[src/rtl/rme_pkg.sv]
// ----------------------------------------------------------------------------
// rme_pkg
// Shared transfer types and codes for the randomized multiset engine.
// ----------------------------------------------------------------------------
package rme_pkg;

  localparam logic [1:0] OP_INSERT = 2'd0;
  localparam logic [1:0] OP_REMOVE = 2'd1;
  localparam logic [1:0] OP_SAMPLE = 2'd2;

  localparam logic [1:0] ERR_NONE  = 2'd0;
  localparam logic [1:0] ERR_FULL  = 2'd1;
  localparam logic [1:0] ERR_EMPTY = 2'd2;

  localparam int RND_W   = 16;
  localparam int TOTAL_W = 9;

  typedef struct packed {
    logic [1:0]        opcode;
    logic signed [31:0] item_value;
    logic [RND_W-1:0]  random_word;
  } cmd_t;

  typedef struct packed {
    logic               op_flag;
    logic signed [31:0] sampled_value;
    logic [1:0]         error_code;
    logic [TOTAL_W-1:0] element_total;
  } result_t;

endpackage

[src/rtl/rme_mod.sv]
// ----------------------------------------------------------------------------
// rme_mod
// Restoring remainder unit: one dividend bit per cycle.
// ----------------------------------------------------------------------------
module rme_mod #(
  parameter int CW = 9
) (
  input  logic                    clk,
  input  logic                    rst,
  input  logic                    go,
  input  logic [rme_pkg::RND_W-1:0] dividend,
  input  logic [CW-1:0]           divisor,
  output logic                    fin,
  output logic [CW-1:0]           remainder
);
  import rme_pkg::*;
  localparam int BW = $clog2(RND_W);

  logic             run;
  logic [BW-1:0]    bit_cnt;
  logic [RND_W-1:0] shreg;
  logic [CW:0]      trial;

  assign trial = {remainder, shreg[RND_W-1]};

  always_ff @(posedge clk) begin
    if (rst) begin
      run <= 1'b0;
      fin <= 1'b0;
    end else begin
      fin <= 1'b0;
      if (go) begin
        run       <= 1'b1;
        shreg     <= dividend;
        remainder <= '0;
        bit_cnt   <= '0;
      end else if (run) begin
        if (trial >= {1'b0, divisor}) begin
          remainder <= CW'(trial - {1'b0, divisor});
        end else begin
          remainder <= trial[CW-1:0];
        end
        shreg   <= shreg << 1;
        bit_cnt <= bit_cnt + 1'b1;
        if (bit_cnt == BW'(RND_W - 1)) begin
          run <= 1'b0;
          fin <= 1'b1;
        end
      end
    end
  end
endmodule

[config.mk]
export PLATFORM = sky130hd
export DESIGN_NAME = rme_mod
export DESIGN_NICKNAME = d
export VERILOG_FILES = /design/src/rtl/rme_pkg.sv /design/src/rtl/rme_mod.sv
export SDC_FILE = /design/constraint.sdc
export NUM_CORES = 1
export LEC_CHECK = 0
export ABC_CLOCK_PERIOD_IN_PS = 2400
export BUFFER_PORTS_ARGS = -buffer_cell sky130_fd_sc_hd__buf_2
export CAP_MARGIN = 0
export CORE_MARGIN = 2
export CORE_UTILIZATION = 49
export DETAILED_ROUTE_END_ITERATION = 8
export PLACE_DENSITY_LB_ADDON = 0.3
export SYNTH_ARGS = -nofsm -noshare
export SYNTH_HDL_FRONTEND = slang
export SYNTH_SLANG_ARGS = --single-unit
[constraint.sdc]
create_clock -name clk -period 2.4 [get_ports clk]
set_input_delay 0.12 -clock clk [delete_from_list [all_inputs] [get_ports clk]]
set_output_delay 0.12 -clock clk [all_outputs]
set_load 0.005 [all_outputs]
==> flow_summary.toml <==
[run_status]
status = "complete, but fails checks"
violations = "negative setup slack"

[logic_synthesis]
async_flop_share_pct = 0
synth_edf_count = 29
synth-seq-cells = 31
synth_cells = 144
synth_area_leaders = "edfxtp_1, mux2_2, ha_1"
synth_nets = 183
synth_flop_cell = "edfxtp_1"
yosysMostFrequentCell = "edfxtp_1"
yosys_warnings = 0
synth.avg_cell_area_um2 = 12.2
synth_top_area_cell = "edfxtp_1"
synth_cell_type_count = 41
netlist_area_um2 = 1760
seq_area_frac_synth_pct = 51.7
yosysTopAreaCellShare_pct = 49.4
synthTopCellsByCount = "edfxtp_1, mux2_2, inv_1, nor2_1, ha_1"

[setup_path]
r2r_start = "remainder[6]"
criticalPathCategory = "register to register"
rr_worst_depth = 7
cp-end-kind = "register"
reg2reg_setup_slack_ns = -0.03
crit_fanout = 7
required_ns = 2.48
crit_path_start = "remainder[6]"
critPathArrivalTime_ns = 2.51
startpoint_type = "register"

[clocking]
clock_latency_ns = 0.33
htree_levels = 2
clk_pin_slew_ns = 0.09
numCtsBuffers = 5
numClockSinks = 31
cts_tree = "done"
cts_buffer_depth = 2
cts-root-buf = "clkbuf_4"

[timing]
rsz0062_at_grt = "yes"
fin_skew_ns = 0.00957
period_minus_slack_ns = 2.43
timing.slew.headroom_pct = 63.3
setup_ws_ns = -0.0290
hold_violations = 0
timing.final.max_slew_violations = 0
worst_pin_slew_ns = 0.549
fmax_mhz = 412
fin_crit_sh_pct = 101
setup-violations-final = 3

[die]
io_pins = 38
row_count = 21
start_util_pct = 52.0
die_w_um = 64.0
core_um2 = 3390
fp.dieH_um = 64.0
die-area_um2 = 4090

[power_and_ir_drop]
ir_drop_uv = 311
finalPower_mw = 1.31
p_leak_nw = 0.913
p_per_area_nw_per_um2 = 614

[layout]
final_nets = 232
final_core_util_pct = 63.0
area_growth_pct = 21.1
final_area_um2 = 2130
drive_gt1_share_pct = 40.7
antenna_cells = 0

[route]
via_per_inst = 5.22
vias = 1253
first_iter_violations = 31
wl_per_cell_um = 13.5
drc_errors = 0
firstDrtPassIters = 4
drtAntennaViolNets = 0
wl_mm = 3.23

[grt]
grtUsageTotal_pct = 17.3
grt_antenna_before_repair = 0
globalRouteOverflowTotal = 0
grt_first_pass_wirelength_mm = 5.40
grt_max_degree = 31
grt_pass1_vias = 1235

[run]
maxCapViolCount = 0

[placed_design]
placed_area_um2 = 2030
place_congestion = 0.861
portBuffers = 37
dp_hpwl_mm = 2.33

[hold_path]
hold_depth = 2
hp-class = "input port to register"
min-delay-start = "dividend[0]"
==> stage by stage <==
step	instances	hold slack, ns	TNS, ns	setup WS [ns]
floorplan	144	0.196	0	0.135
global placement	229	0.307	0	0.110
detailed placement	229	0.317	0	0.0171
CTS	238	0.0506	0	0.00458
global route	240	0.0536	-0.520	-0.112
finish	240	0.0790	-0.0646	-0.0290
==> kinds of logic after synthesis <==
group,Yosys count,share of synthesized area [%]
multiplexers,19,12.1
AO/OA/AOI/OAI,24,10.4
flip-flops,31,51.7
XOR/XNOR,5,2.48
AND/OR/NAND/NOR,37,11.0
adder cells (fa/ha/maj),11,8.23
buffers and inverters,17,4.05
==> final timing paths <==
check | end
max | remainder[6]
min | shreg[0]
max reg2reg | remainder[6]
min reg2reg | fin
==> worst max-delay path, stage by stage (launching register included) <==
cell       delay, ns
edfxtp_1        0.42
ha_1            0.38
a21o_1          0.26
a2111oi_1       0.58
a31oi_2         0.10
buf_4           0.19
mux2i_1         0.18
nor2_1          0.06
==> power by group <==
| part | total [mW] | leakage (nW) | switching, mW | internal (mW) |
|---|---|---|---|---|
| clock network | 0.284 | 0.0265 | 0.168 | 0.117 |
| logic | 0.358 | 0.590 | 0.177 | 0.181 |
| registers | 0.668 | 0.296 | 0.0225 | 0.646 |
==> cell usage in the layout (no fill, tap or decap), drive strengths merged, types with 4 or more instances in the layout <==
cell / instances
xnor2: 4
mux2: 16
edfxtp: 29
a21oi: 4
o21ai: 4
nand3: 4
inv: 13
or2: 4
ha: 10
buf: 45
clkbuf: 8
nor2: 13
==> cell type report <==
| cell class | instances | area (µm²) |
|---|---|---|
| Fill cell | 270 | 1250 |
| Sequential cell | 31 | 911 |
| Multi-Input combinational cell | 96 | 816 |
| Timing Repair Buffer | 46 | 253 |
| Tap cell | 46 | 57.6 |
| Clock buffer | 8 | 48.8 |
| Inverter | 13 | 48.8 |
==> registers in the layout, summed over array words and instances (netlist names) <==
name       count
run            1
bit_cnt        4
remainder      9
fin            1
shreg         16
==> routing by layer <==
layer | vias up | global-route usage, % | wire, µm
met5 | - | 0 | 0
met4 | 0 | 8.15 | 36
met3 | 4 | 5.99 | 184
met2 | 28 | 28.9 | 1690
met1 | 594 | 19.9 | 1320
li1 | 627 | - | -
==> timing repair <==
action / 4_1_cts / 5_1_grt
setup endpoints to repair: 0 / 9
gates resized for setup: 0 / 9
hold buffers: 1 / 0
endpoints found under the hold margin: 1 / 0
buffers inserted: 0 / 1
Note: power is estimated with default switching activity, not from simulation.
